### config.mk
export PLATFORM = sky130hd
export DESIGN_NAME = sdf_mac
export DESIGN_NICKNAME = d
export VERILOG_FILES = /design/src/rtl/sdf_pkg.sv /design/src/rtl/sdf_mac.sv
export SDC_FILE = /design/constraint.sdc
export NUM_CORES = 2
export LEC_CHECK = 0
export ABC_AREA = 0
export BUFFER_PORTS_ARGS = -buffer_cell sky130_fd_sc_hd__buf_2
export CAP_MARGIN = 20
export CORE_ASPECT_RATIO = 0.5
export CORE_MARGIN = 5
export CORE_UTILIZATION = 50
export DETAILED_ROUTE_END_ITERATION = 6
export PLACE_DENSITY_LB_ADDON = 0.3
export SYNTH_ARGS = -nofsm -noshare
export SYNTH_HDL_FRONTEND = slang
export SYNTH_SLANG_ARGS = --single-unit
### constraint.sdc
create_clock -name clk -period 11.2 [get_ports clk]
set_clock_uncertainty 0.2 [all_clocks]
set_input_delay 1.12 -clock clk [delete_from_list [all_inputs] [get_ports clk]]
set_output_delay 1.12 -clock clk [all_outputs]
set_load 0.005 [all_outputs]
### src/rtl/sdf_pkg.sv
// Shared types and constants for the spectral delay with feedback.
// No dependencies; every other file takes its names from here by scope or by import.
`timescale 1ns / 1ps
`default_nettype none

package sdf_pkg;

	localparam int DATA_W     = 24;
	localparam int GAIN_W     = 16;
	localparam int PROD_W     = DATA_W + GAIN_W;
	localparam int WORD_W     = 2 * DATA_W;
	localparam int DELAY_W    = 6;
	localparam int NBINS_W    = 10;
	localparam int CFG_IDX_W  = 3;
	localparam int CFG_DATA_W = 16;

	localparam int MAX_DELAY_FRAMES_DEF = 64;
	localparam int MAX_BINS_DEF         = 513;

	localparam logic [GAIN_W-1:0]  FB_LIMIT     = 16'd64880;
	localparam logic [NBINS_W-1:0] NUM_BINS_RST = 10'd513;

	localparam logic [CFG_IDX_W-1:0] REG_DELAY_FRAMES  = 3'd0;
	localparam logic [CFG_IDX_W-1:0] REG_DELAY_GAIN    = 3'd1;
	localparam logic [CFG_IDX_W-1:0] REG_FEEDBACK_GAIN = 3'd2;
	localparam logic [CFG_IDX_W-1:0] REG_FREQ_ENABLE   = 3'd3;
	localparam logic [CFG_IDX_W-1:0] REG_NUM_BINS      = 3'd4;

	typedef struct packed {
		logic [GAIN_W-1:0] delay_gain;
		logic [GAIN_W-1:0] fb_gain;
		logic              freq_en;
	} cfg_t;

endpackage

`default_nettype wire

### src/rtl/sdf_mac.sv
// Gain multipliers and saturating adders for the output and feedback paths.
// Depends on sdf_pkg for widths and the gain struct.
`timescale 1ns / 1ps
`default_nettype none

module sdf_mac (
	input  wire logic                          clk,
	input  wire logic                          en,
	input  wire logic [sdf_pkg::WORD_W-1:0]    rd_data,
	input  wire logic [sdf_pkg::DATA_W-1:0]    amp_s1,
	input  wire logic [sdf_pkg::DATA_W-1:0]    freq_s1,
	input  wire sdf_pkg::cfg_t                 cfg,
	output logic [sdf_pkg::DATA_W-1:0]         amp_res,
	output logic [sdf_pkg::DATA_W-1:0]         freq_res,
	output logic [sdf_pkg::DATA_W-1:0]         amp_st,
	output logic [sdf_pkg::DATA_W-1:0]         freq_st
);

	localparam int DW = sdf_pkg::DATA_W;
	localparam int PW = sdf_pkg::PROD_W;
	localparam int SW = DW + 2;

	logic [DW-1:0] damp;
	logic [DW-1:0] dfreq;
	logic [PW-1:0] amp_dg_s2;
	logic [PW-1:0] freq_dg_s2;
	logic [PW-1:0] amp_fb_s2;
	logic [PW-1:0] freq_fb_s2;
	logic [DW-1:0] amp_s2;
	logic [DW-1:0] freq_s2;

	function automatic logic [DW-1:0] sat(input logic [SW-1:0] v);
		logic [DW-1:0] r;
		r = (v > SW'({DW{1'b1}})) ? {DW{1'b1}} : v[DW-1:0];
		return r;
	endfunction

	assign damp  = rd_data[sdf_pkg::WORD_W-1:DW];
	assign dfreq = rd_data[DW-1:0];

	always_ff @(posedge clk) begin
		if (en) begin
			amp_dg_s2  <= PW'(damp) * PW'(cfg.delay_gain);
			freq_dg_s2 <= PW'(dfreq) * PW'(cfg.delay_gain);
			amp_fb_s2  <= PW'(damp) * PW'(cfg.fb_gain);
			freq_fb_s2 <= PW'(dfreq) * PW'(cfg.fb_gain);
			amp_s2     <= amp_s1;
			freq_s2    <= freq_s1;
		end
	end

	always_comb begin
		amp_res = sat(SW'(amp_s2) + SW'(amp_dg_s2[PW-1:15]));
		if (cfg.freq_en) begin
			freq_res = sat(SW'(freq_s2) + SW'(freq_dg_s2[PW-1:15]));
		end else begin
			freq_res = freq_s2;
		end
		amp_st  = sat(SW'(amp_s2) + SW'(amp_fb_s2[PW-1:16]));
		freq_st = sat(SW'(freq_s2) + SW'(freq_fb_s2[PW-1:16]));
	end

endmodule

`default_nettype wire

* Yosys cells after proc, flatten, opt, wreduce, memory -nomap -nowiden
Index checks and enable logic that the tools add are counted.
** Storage, ports and cells
- Register bits :: 208
** Cells by class
- Magnitude comparators :: 4
- Add/subtract/negate cells :: 4
- Muxes and demuxes :: 5
- $mul :: 4
** Operator list (number)
- multiplier 24 x 16 -> 40 bit :: 4
- 2-to-1 mux 24 bit :: 5
- adder 24 x 25 -> 26 bit :: 2
- > comparator 26 x 24 -> 1 bit (second input constant) :: 2
- adder 24 x 24 -> 25 bit :: 2
- > comparator 25 x 24 -> 1 bit (second input constant) :: 2

* Logic depth before layout (Yosys ltp)
- Word-level depth :: 4
- Depth in mapped cells :: 26
- Depth with buffers taken out :: 24

* Worst setup path after synthesis
Ideal clock, no wire load.
- Path kind :: input -> register
- Start :: input cfg[2] in the netlist's numbering
- End :: register freq_fb_s2[38] (data pin)
- Data required time :: 10744 ps
- Setup slack :: 3576 ps
- Cell stages on the path :: 25
- Library setup time :: 256 ps
- Data arrival time :: 7168 ps
- Cell sequence :: clkbuf_1 > clkbuf_1 > nand2_1 > fa_1 > inv_1 > fa_1 > inv_1 > fa_1 > inv_1 > fa_1 > fa_1 > inv_1 > fa_1 > inv_1 > ha_1 > a21oi_1 > o221ai_1 > a21oi_1 > o22ai_1 > o32ai_4 > nor3_2 > or4_4 > a31o_1 > a211oi_2 > nor2_1
** Between the ends
- Cells in the longest elaborated chain, start to end :: 1
** RTL lines
- from (decl) :: line sdf_mac.sv:12 : input wire sdf_pkg::cfg_t cfg,
- multiplier 24 x 16 -> 40 bit :: line sdf_mac.sv:46 : freq_fb_s2 <= PW'(dfreq) * PW'(cfg.fb_gain);
- to (signal assigned) :: line sdf_mac.sv:46
- to (decl) :: line sdf_mac.sv:28 : logic [PW-1:0] freq_fb_s2;
No other way between the ends.
A chain may end at the register's enable or synchronous reset.

* Final worst setup path
- Start :: input cfg[8] in the netlist's numbering
- End :: register amp_fb_s2[34] (data pin)
** Between the ends
- Cells in the longest elaborated chain, start to end :: 1
** RTL lines
- multiplier 24 x 16 -> 40 bit :: line sdf_mac.sv:45 : amp_fb_s2 <= PW'(damp) * PW'(cfg.fb_gain);
- to (signal assigned) :: line sdf_mac.sv:45
- to (decl) :: line sdf_mac.sv:27 : logic [PW-1:0] amp_fb_s2;
No other way between the ends.

==> results.py <==
metrics = {
    "yosys": {
        "post_synth_num_cell_types": 77,
        "mappedNetlistArea_um2": 56200,
        "synth-compound-area-share": 0.0583,
        "netlist.top_cell.by_area": "fa_1",
        "synthesis.nets": 8110,
        "synth_warnings": 0,
        "synth-edff-count": 146,
        "async_flop_share": 0,
        "synth_simple_gate_area_share": 0.169,
        "netlist_instances": 6223,
        "synth.area.mux_share": 0.000713,
        "ys_top_cells_by_area": "fa_1, ha_1, inv_1, edfxtp_1, and2_1",
        "synth_top_cell_area_share": 0.436,
        "yosys.area_share.xor_xnor": 0.0245,
        "synth_sequential_area_ratio": 0.0781,
        "synthesis.area_per_instance_um2": 9.02,
        "dominantRegCellSynth": "edfxtp_1",
        "dominant_combinational_cell_family_by_area_after_synthesis": "adder cells",
        "synthAdderAreaFrac": 0.555,
        "synth.ff_latch_count": 146,
    },
    "critical_path": {
        "cp-end-kind": "register",
        "cpLargestDelayFamily": "adder cells",
        "crit_cells": 23,
        "critical_path.max_stage_delay_ns": 0.71,
        "critical_path.cell_chain": "buf_2, buf_4, nand2_1, fa_1, inv_1, fa_1, fa_1, fa_1, fa_1, inv_1, fa_1, inv_1, ha_1, and3_1, and4_1, nand4_1, a2111oi_1, nor3_2, o211ai_2, a21o_1, a21oi_1, o21bai_1, xor2_1",
        "worstPathBufferInverterCount": 5,
        "worst_path_max_delay_cell": "buf_2",
        "cp_common_cell": "fa_1",
        "setup.worst_path.class": "in2reg",
        "arrival_ns": 8.73,
        "worst-path-max-fanout": 34,
        "critical_path_source_type": "input port",
        "required_ns": 11.28,
    },
    "cells_and_area": {
        "area_growth_pct": 5.07,
        "post-route-util": 0.532,
        "layout.nets": 8092,
        "fillerInstances": 10090,
        "final_layout_size_suffix_gt1_frac": 0.0561,
    },
    "floorplan": {
        "ioPinCount": 227,
        "coreArea_um2": 111000,
        "die_width_um": 484,
        "die-height_um": 247,
        "die_area_um2": 120000,
        "floorplan.initialDensity": 0.507,
        "placementRows": 86,
    },
    "sta": {
        "max-slew-margin-rel": 0.252,
        "fin_tns_setup_ns": 0,
        "setup_viol": 0,
        "rsz0062_at_grt": "false",
        "max_freq_ghz": 0.116,
        "post-route-min-period_ns": 8.65,
        "final_number_of_max_transition_violations": 0,
        "finalCritPeriodShare": 0.773,
        "tightest_slew_ns": 1.11,
        "whs_ns": 0.610,
        "timing_hold_violations_final": 0,
    },
    "min_path": {
        "min-delay-start": "freq_s1[11]",
        "worstHoldPathCells": 1,
        "worst_hold_path_type": "in2reg",
        "whs_endpoint": "freq_s2[11]",
    },
    "placement": {
        "hpwlAfterDp_um": 127000,
        "gpl_wtd_cong": 0.967,
        "buffers_on_ports": 226,
    },
    "cts": {
        "maximum_buffer_depth_of_the_clock_tree": 2,
        "path_clk_slew_ns": 0.07,
        "clk_root_buffer_cell": "clkbuf_16",
        "cts_tree": "yes",
        "cts.repair.resized": 0,
        "clock_sinks": 146,
        "cts_max_level": 4,
        "postCtsSetupRepairBufs": 0,
        "tritoncts.num_buffers": 17,
        "holdBufCountCts": 0,
    },
    "flow_run": {
        "cap_violations": 0,
    },
    "drt": {
        "finalWirelength_um": 163000,
        "post-route-drc-count": 0,
        "vias": 42537,
        "route.antenna.remaining_nets": 0,
        "detail_route.first_pass.iterations": 5,
        "vias_per_cell": 5.51,
        "drt_iter0_drc": 3395,
        "post_drt_wl_per_cell_um": 21.2,
    },
    "status": {
        "outcome": "complete, no violations",
    },
    "global_routing": {
        "grt_overflow": 0,
        "largest_net_degree_at_the_start_of_global_routing": 84,
        "number_of_antenna_violations_at_the_first_check_in_global_routing": 7,
        "number_of_global_route_vias_before_repair": 46722,
        "grt_use_total": 0.279,
        "grt_pass1_wl_um": 261000,
    },
}
[stage by stage]
stage,instance area (um^2),cells,setup slack [ns]
after global routing,59000,7716,2.44
after detailed placement,58400,7680,2.28
after floorplan,56200,6223,3.58
after CTS,59000,7712,2.75
final,59000,7717,2.55
after global placement,58300,7678,2.27
[sequential cells by signal, indices dropped and copies added, names as in the netlist]
| register | flops |
|---|---|
| amp_s2 | 24 |
| amp_dg_s2 | 25 |
| freq_fb_s2 | 24 |
| amp_fb_s2 | 24 |
| freq_dg_s2 | 25 |
| freq_s2 | 24 |
[area by class of cell]
| cell class | instances | area (um^2) | area share |
|---|---|---|---|
| multi-input combinational | 4367 | 45300 | 0.768 |
| clock inverter | 14 | 135 | 0.00229 |
| timing repair buffer | 285 | 1630 | 0.0276 |
| sequential | 146 | 4380 | 0.0743 |
| antenna | 3 | 7.51 | 0.000127 |
| inverter | 1388 | 5210 | 0.0883 |
| tap | 1496 | 1870 | 0.0317 |
| clock buffer | 18 | 429 | 0.00727 |
[Yosys cell counts (20+ instances only)]
cell type,n
edfxtp_1,146
nand2_1,1007
and3_1,23
nand2b_1,30
xor2_1,59
clkbuf_1,304
o21ai_0,52
inv_1,1388
o22a_1,24
nor3_1,34
o21a_1,33
and2_1,648
ha_1,532
o21ai_1,34
nor2_1,110
fa_1,1224
nand4_1,20
a21oi_1,130
xnor2_1,98
nor2b_1,25
a21o_1,74
nand3_1,46
[placed cells by master (no fill, tap or decap), types with 5 or more instances in the layout]
master / synthesis / routed
a2111oi_0: 6 / 6
a211oi_1: 13 / 13
a21boi_0: 5 / 5
a21o_1: 74 / 74
a21oi_1: 130 / 130
a31oi_1: 16 / 16
a41oi_1: 5 / 5
and2_1: 648 / 648
and3_1: 23 / 23
and4_1: 7 / 7
buf_2: 4 / 225
buf_4: 5 / 55
clkbuf_16: 0 / 17
edfxtp_1: 146 / 146
fa_1: 1224 / 1224
ha_1: 532 / 532
inv_1: 1388 / 1388
inv_6: 0 / 6
inv_8: 0 / 5
nand2_1: 1007 / 1007
nand2b_1: 30 / 30
nand3_1: 46 / 46
nand4_1: 20 / 20
nor2_1: 110 / 110
nor2b_1: 25 / 25
nor3_1: 34 / 34
o211ai_1: 11 / 11
o21a_1: 33 / 33
o21ai_0: 52 / 52
o21ai_1: 34 / 34
o21bai_1: 16 / 16
o22a_1: 24 / 24
or2_2: 5 / 5
xnor2_1: 98 / 98
xor2_1: 59 / 59
[cell families (layout without fill, tap and decap cells)]
family	count (synthesis)	count (layout)
multiplexers	4	4
AO/OA/AOI/OAI	480	480
AND/OR/NAND/NOR	1970	1970
other	0	3
adder cells (fa/ha/maj)	1756	1756
buffers and inverters	1710	1705
XOR/XNOR	157	157
flip-flops	146	146
[routing by layer]
metal / global-route usage / part of all wire / vias up
met5: 0 / 0 / -
met2: 0.439 / 0.44 / 1975
met4: 0.0706 / 0.023 / 0
li1: - / - / 18529
met1: 0.399 / 0.43 / 21766
met3: 0.0548 / 0.10 / 267
[worst max path at each step]
stage / from / endpoint
4_1_cts: cfg[2] / freq_fb_s2[38]
5_1_grt: cfg[8] / amp_fb_s2[34]
6_report: cfg[8] / amp_fb_s2[34]
2_1_floorplan: cfg[2] / freq_fb_s2[38]
3_5_place_dp: cfg[2] / freq_fb_s2[38]
3_3_place_gp: cfg[8] / amp_fb_s2[34]
Power is left out: the tool's default activity adds up to more than one toggle a clock period on the data nets, which glitch-free logic cannot reach.
