`src/rtl/sdf_pkg.sv`:
```
// Shared types and constants for the spectral delay with feedback.
// No dependencies; every other file takes its names from here by scope or by import.
`timescale 1ns / 1ps
`default_nettype none

package sdf_pkg;

	localparam int DATA_W     = 24;
	localparam int GAIN_W     = 16;
	localparam int PROD_W     = DATA_W + GAIN_W;
	localparam int WORD_W     = 2 * DATA_W;
	localparam int DELAY_W    = 6;
	localparam int NBINS_W    = 10;
	localparam int CFG_IDX_W  = 3;
	localparam int CFG_DATA_W = 16;

	localparam int MAX_DELAY_FRAMES_DEF = 64;
	localparam int MAX_BINS_DEF         = 513;

	localparam logic [GAIN_W-1:0]  FB_LIMIT     = 16'd64880;
	localparam logic [NBINS_W-1:0] NUM_BINS_RST = 10'd513;

	localparam logic [CFG_IDX_W-1:0] REG_DELAY_FRAMES  = 3'd0;
	localparam logic [CFG_IDX_W-1:0] REG_DELAY_GAIN    = 3'd1;
	localparam logic [CFG_IDX_W-1:0] REG_FEEDBACK_GAIN = 3'd2;
	localparam logic [CFG_IDX_W-1:0] REG_FREQ_ENABLE   = 3'd3;
	localparam logic [CFG_IDX_W-1:0] REG_NUM_BINS      = 3'd4;

	typedef struct packed {
		logic [GAIN_W-1:0] delay_gain;
		logic [GAIN_W-1:0] fb_gain;
		logic              freq_en;
	} cfg_t;

endpackage

`default_nettype wire

```
`src/rtl/sdf_cfg.sv`:
```
// Configuration register file with clamped working values.
// Depends on sdf_pkg for register indexes, widths and the gain struct.
`timescale 1ns / 1ps
`default_nettype none

module sdf_cfg #(
	parameter int MAX_DELAY_FRAMES = sdf_pkg::MAX_DELAY_FRAMES_DEF,
	parameter int MAX_BINS         = sdf_pkg::MAX_BINS_DEF
) (
	input  wire logic                              clk,
	input  wire logic                              arst_n,
	input  wire logic                              cfg_valid,
	output logic                                   cfg_ready,
	input  wire logic [sdf_pkg::CFG_IDX_W-1:0]     cfg_index,
	input  wire logic [sdf_pkg::CFG_DATA_W-1:0]    cfg_data,
	output sdf_pkg::cfg_t                          cfg,
	output logic [$clog2(MAX_DELAY_FRAMES)-1:0]    delay_d,
	output logic [$clog2(MAX_BINS)-1:0]            last_bin
);

	localparam int FW = $clog2(MAX_DELAY_FRAMES);
	localparam int BW = $clog2(MAX_BINS);

	logic [sdf_pkg::DELAY_W-1:0] delay_frames_q;
	logic [sdf_pkg::GAIN_W-1:0]  delay_gain_q;
	logic [sdf_pkg::GAIN_W-1:0]  fb_gain_q;
	logic                        freq_en_q;
	logic [sdf_pkg::NBINS_W-1:0] num_bins_q;

	assign cfg_ready = 1'b1;

	always_ff @(posedge clk or negedge arst_n) begin
		if (!arst_n) begin
			delay_frames_q <= '0;
			delay_gain_q   <= '0;
			fb_gain_q      <= '0;
			freq_en_q      <= 1'b0;
			num_bins_q     <= sdf_pkg::NUM_BINS_RST;
		end else if (cfg_valid && cfg_ready) begin
			unique case (cfg_index)
				sdf_pkg::REG_DELAY_FRAMES:  delay_frames_q <= cfg_data[sdf_pkg::DELAY_W-1:0];
				sdf_pkg::REG_DELAY_GAIN:    delay_gain_q   <= cfg_data[sdf_pkg::GAIN_W-1:0];
				sdf_pkg::REG_FEEDBACK_GAIN: fb_gain_q      <= cfg_data[sdf_pkg::GAIN_W-1:0];
				sdf_pkg::REG_FREQ_ENABLE:   freq_en_q      <= cfg_data[0];
				sdf_pkg::REG_NUM_BINS:      num_bins_q     <= cfg_data[sdf_pkg::NBINS_W-1:0];
				default: ;
			endcase
		end
	end

	always_comb begin
		cfg.delay_gain = delay_gain_q;
		cfg.fb_gain    = (fb_gain_q > sdf_pkg::FB_LIMIT) ? sdf_pkg::FB_LIMIT : fb_gain_q;
		cfg.freq_en    = freq_en_q;
	end

	always_comb begin
		if (32'(delay_frames_q) > 32'(MAX_DELAY_FRAMES - 1)) begin
			delay_d = FW'(MAX_DELAY_FRAMES - 1);
		end else begin
			delay_d = FW'(delay_frames_q);
		end
	end

	always_comb begin
		if (num_bins_q == '0) begin
			last_bin = '0;
		end else if (32'(num_bins_q) > 32'(MAX_BINS)) begin
			last_bin = BW'(MAX_BINS - 1);
		end else begin
			last_bin = BW'(num_bins_q - 10'd1);
		end
	end

endmodule

`default_nettype wire

```
`config.mk`:
```
export PLATFORM = sky130hd
export DESIGN_NAME = sdf_cfg
export DESIGN_NICKNAME = d
export VERILOG_FILES = /design/src/rtl/sdf_pkg.sv /design/src/rtl/sdf_cfg.sv
export SDC_FILE = /design/constraint.sdc
export NUM_CORES = 1
export LEC_CHECK = 0
export BUFFER_PORTS_ARGS = -buffer_cell sky130_fd_sc_hd__clkbuf_2
export CORE_MARGIN = 4
export CORE_UTILIZATION = 54
export CTS_CLUSTER_SIZE = 40
export DETAILED_ROUTE_END_ITERATION = 8
export PLACE_DENSITY_LB_ADDON = 0.2
export SYNTH_ARGS = -nofsm -noshare
export SYNTH_HDL_FRONTEND = slang
export SYNTH_SLANG_ARGS = --single-unit
```
`constraint.sdc`:
```
create_clock -name clk -period 3.2 [get_ports clk]
set_input_delay 0.64 -clock clk [delete_from_list [all_inputs] [get_ports clk]]
set_output_delay 0.64 -clock clk [all_outputs]
set_load 0.1 [all_outputs]
```
### Word level (Yosys, flattened, before mapping)

Cells that the tools add are included.

| operators by class | value |
|---|---|
| add/subtract/negate cells | 1 |
| magnitude comparators | 2 |
| equality and inequality tests | 4 |
| muxes and demuxes | 3 |
| reduce and logical (&&, ||, !) cells | 7 |

Operators with widths:

| operator | number |
|---|---|
| two-way mux 10 bit | 2 |
| greater-than comparator 16 bit, second input constant | 1 |
| two-way mux 16 bit | 1 |
| greater-than comparator 10 bit, second input constant | 1 |
| logical NOT 10 bit | 1 |
| AND reduction 2 bit | 5 |
| subtractor 10 x 1 -> 10 bit, second input constant | 1 |
| equality test 3 x 2 -> 1 bit, second input constant | 2 |
| equality test 3 x 1 -> 1 bit, second input constant | 1 |
| equality test 3 bit, second input constant | 1 |
| logical NOT 3 bit | 1 |

| word-level totals | value |
|---|---|
| register bits | 49 |
| input bits | 22 |
| output and inout bits | 50 |
| word-level logic and storage cells | 22 |

### Depth between registers and ports, before layout

| depth | value |
|---|---|
| depth after elaboration | 3 |
| mapped depth | 5 |
| gate-level depth less buffers | 5 |

### Worst setup path after synthesis

Ideal clock, no wire load.

| timing path | value |
|---|---|
| kind | register to output |
| from | reg num_bins_q[2] in the netlist's numbering |
| to | out last_bin[3] |
| arrival time | 3.720 ns |
| required time | 2.560 ns |
| slack | -1.160 ns |
| stages on the path, launching flop included | 5 |
| buffers on the path | 1 |
| cell sequence | dfrtp_1 -> or4_4 -> buf_6 -> o31a_1 -> a211oi_1 |

| on the way | value |
|---|---|
| longest elaborated chain between the ends | 3 |
| elaborated cells between the ends (all ways) | 5 |
| classes of those cells | add/sub: 1; order compare: 1; mux: 2; reduce/logical: 1 |

Ends and longest elaborated chain:

| what | line | text |
|---|---|---|
| start, declared | sdf_cfg.sv:28 | `logic [sdf_pkg::NBINS_W-1:0] num_bins_q;` |
| start signal, assigned | sdf_cfg.sv:38 | `num_bins_q <= sdf_pkg::NUM_BINS_RST;` |
| start signal, assigned | sdf_cfg.sv:45 | `sdf_pkg::REG_NUM_BINS: num_bins_q <= cfg_data[sdf_pkg::NBINS_W-1:0];` |
| subtractor 10 x 1 -> 10 bit / greater-than comparator 10 bit (equally long branches) | sdf_cfg.sv:71, sdf_cfg.sv:68 |  |
| two-way mux 10 bit | sdf_cfg.sv:68 | `end else if (32'(num_bins_q) > 32'(MAX_BINS)) begin` |
| two-way mux 10 bit (*) | sdf_cfg.sv:66 | `if (num_bins_q == '0) begin` |
| end, declared | sdf_cfg.sv:18 | `output logic [$clog2(MAX_BINS)-1:0] last_bin` |

Every way passes the cells marked *; elsewhere a longest branch is shown, timed or not.

### Worst setup path after layout

| timing path | value |
|---|---|
| from | reg num_bins_q[2] in the netlist's numbering |
| to | out last_bin[5] |

Same word-level chain as after synthesis.

==> key figures <==
Run status
  • Status: finished clean

Setup path
  • Buf/Inv on CP: 2
  • Largest stage delay, worst path: 610 ps
  • Slowest cell on crit path: or4_4
  • Setup crit end kind: primary output
  • CP Cell Sequence: or4_4, o31a_4, buf_4, a211oi_4, buf_12
  • Critical Path RT: 2560 ps
  • Arr. time, crit path: 2440 ps
  • Family with the most delay on the worst path: compound AO/OA/AOI/OAI gates
  • CP Launch Type: flip-flop
  • CP Class: reg -> out
  • Crit Path Max Fanout: 8

Logic synthesis
  • Main combinational cell family by area after synthesis: multiplexers
  • Fraction of registers with async set/reset: 100%
  • Post-synthesis mux area share: 21.4%
  • Yosys cell types: 39
  • Primary FF master, synth: dfrtp_1
  • Post-synthesis xor/xnor area fraction: 0.758%
  • Post-Synth Adder-Cell Area: 1.08%
  • Synthesis Warnings: 0
  • Synthesis-stage register bit count: 49
  • Avg Synthesized Cell Area: 12.4 um2
  • Compound-Gate Fraction of Synth Area: 7.58%
  • Post-synthesis sequential area ratio: 53.2%
  • Synth Net Count: 211
  • Post-Synth Simple-Gate Area: 11.4%
  • Post-synthesis cell area: 0.00231 mm2
  • Number of synthesized flops with an enable pin: 0
  • Syn Inst Count: 187

Power and ir drop
  • P per Cell Area: 1020 mW/mm2
  • Switching component of the power: 1.65 mW
  • Worst IR Drop VDD: 0.524 mV
  • Clock share of power: 16.7%
  • Lkg Pwr: 1.40 nW
  • Internal: 1.44 mW
  • Sw Ratio: 53.5%
  • Combinational Power Share: 55.5%
  • Pwr Total: 3.09 mW
  • Flop pwr share: 27.8%

Global routing
  • Met3 layer usage reported by global route: 5.34%
  • Largest net degree at the start of global routing: 38
  • M2 GR Usage: 32.6%
  • Grt total ovfl: 0
  • Number of global-route vias before repair: 1762
  • Overall Global Routing Usage: 20.0%
  • GRT Max-Usage Layer: met2
  • Antenna violations before repair: 0
  • Global-route wire length before repair: 8310 um
  • Met1 GRT Util: 26.8%

Clocking
  • CTS buffer count: 5
  • Htree depth: 2
  • CTS tree: yes
  • Clock sink total: 49
  • Clock Pin Slew Worst Setup and Hold Paths: 90 ps
  • Clock tree buffer depth: 2
  • Skew-Pair Late Insertion Delay: 290 ps
  • Root Buffer: clkbuf_8

Die
  • Starting density of the core: 56.9%
  • Row count: 23
  • Die area: 0.00539 mm2
  • Die width: 73.4 um
  • Die Span Y: 73.4 um
  • Core area: 0.00406 mm2
  • Ports: 72

Timing
  • Clock skew: 0 ps
  • RSZ-0062 raised after global routing: false
  • Fin. max-slew vios: 0
  • Final TNS setup: 0 ps
  • Tcrit/Tclk final: 96.3%
  • Highest clock rate: 324 MHz
  • Final-report hold violation count: 0
  • Endpoints failing setup: 0
  • Hold slack: 437 ps
  • Tmin final: 3080 ps
  • Tightest Pin Transition: 884 ps
  • Slew headroom: 41.1%

Hold path
  • Hold crit path type: in -> async

Job
  • Max-Cap Viols: 0

Routing
  • Vias/cell: 5.49
  • Vias: 1692
  • DR iter-0 viols: 104
  • Routed Wire Length: 4950 um
  • Number of nets still failing antenna checks after routing: 0
  • Drt wl/cell: 16.1 um
  • Drc violations: 0
  • DRT Pass-1 Iters: 4

Finish
  • Final Net Count: 281
  • Layout cells sized above 1: 57.4%
  • Commonest non-fill, non-tap cells in the layout: clkbuf_2 (62), dfrtp_1 (47), mux2_2 (43)
  • N_diodes: 0
  • Final Util: 74.9%
  • Commonest non-fill, non-tap cell in the layout: clkbuf_2
  • Layout area overhead: 31.6%
  • Layout Cells excl Fill: 308

Placement
  • GP Congestion: 0.714
  • I/O Buffers: 70
  • Placed cell count: 300
  • Dpl hpwl: 3700 um
[area by class of cell]
cell class,instances,area (um2)
clock buffers,5,68.8
repair buffers,76,485
fillers,269,1020
multi-input cells,115,1090
clock inverters,3,68.8
inverters,10,37.5
flip-flops and latches,49,1230
well taps,50,62.6
[Yosys cell counts, types with 2 or more instances]
library cell / instances / share of area [%]
clkbuf_1: 8 / 1.3
ha_1: 2 / 1.1
nor2_1: 3 / 0.49
or3_1: 3 / 0.81
nand2b_1: 2 / 0.54
or2_2: 2 / 0.54
nor3_1: 7 / 1.5
o21ai_0: 10 / 2.2
dfrtp_1: 47 / 51
nor4_1: 2 / 0.54
a211oi_1: 8 / 2.6
mux2_2: 43 / 21
a211o_1: 3 / 1.1
nand2_1: 9 / 1.5
dfstp_2: 2 / 2.3
or4_4: 2 / 0.98
inv_1: 10 / 1.6
xnor2_1: 2 / 0.76
buf_4: 2 / 0.65
[registers in the layout (all words and copies together) (netlist names)]
name          cells
delay_d           6
fb_gain_q        16
num_bins_q       10
delay_gain_q     16
freq_en_q         1
[metal layers]
metal / up-vias / wire length [um] / share of wire [%]
met3: 9 / 312 / 6.3
met1: 825 / 2110 / 43
met2: 49 / 2460 / 50
met4: 0 / 68 / 1.4
li1: 809 / - / -
met5: - / 0 / 0
[worst paths after layout]
| path | endpoint | start | cells past startpoint | slack (ps) |
|---|---|---|---|---|
| setup / recovery | last_bin[5] | num_bins_q[2] | 5 | 120 |
| hold / removal | delay_gain_q[9] | arst_n | 1 | 440 |
| setup reg to reg | num_bins_q[9] | num_bins_q[9] | 1 | 2330 |
| hold reg to reg | delay_gain_q[6] | delay_gain_q[6] | 1 | 510 |
| max in group asynchronous | delay_d[3] | arst_n | 2 | 2100 |
| min in group clk | delay_gain_q[6] | delay_gain_q[6] | 1 | 510 |
[kinds of logic after synthesis]
group | after synthesis
xor+xnor | 2
fa+ha+maj | 2
compound gates | 26
buf+inv | 23
mux | 44
other cells | 1
simple gates | 40
flops | 49
[metrics by stage]
stage | instance area (um2) | worst slack, ps
2_1_floorplan | 2400 | -483
6_report | 3040 | 118
3_5_place_dp | 2890 | 353
5_1_grt | 3040 | 42.1
4_1_cts | 3030 | 14.5
3_3_place_gp | 2890 | 387
[power by group through the flow]
| stage | Combinational [mW] | Sequential [mW] | Clock, mW |
|---|---|---|---|
| floorplan | 0.969 | 1.30 | 0 |
| global placement | 1.71 | 0.863 | 0 |
| detailed placement | 1.72 | 0.870 | 0 |
| CTS | 1.72 | 0.859 | 0.530 |
| global route | 1.78 | 0.883 | 0.556 |
| finish | 1.72 | 0.860 | 0.516 |
[what timing repair did]
| item | 4_1_cts | 5_1_grt |
|---|---|---|
| endpoints found under the setup margin | 0 | 4 |
| hold buffers | 0 | 0 |
| setup buffers | 0 | 0 |
| gates resized for setup | 0 | 4 |
No activity file was read; power rests on OpenSTA's default activity.
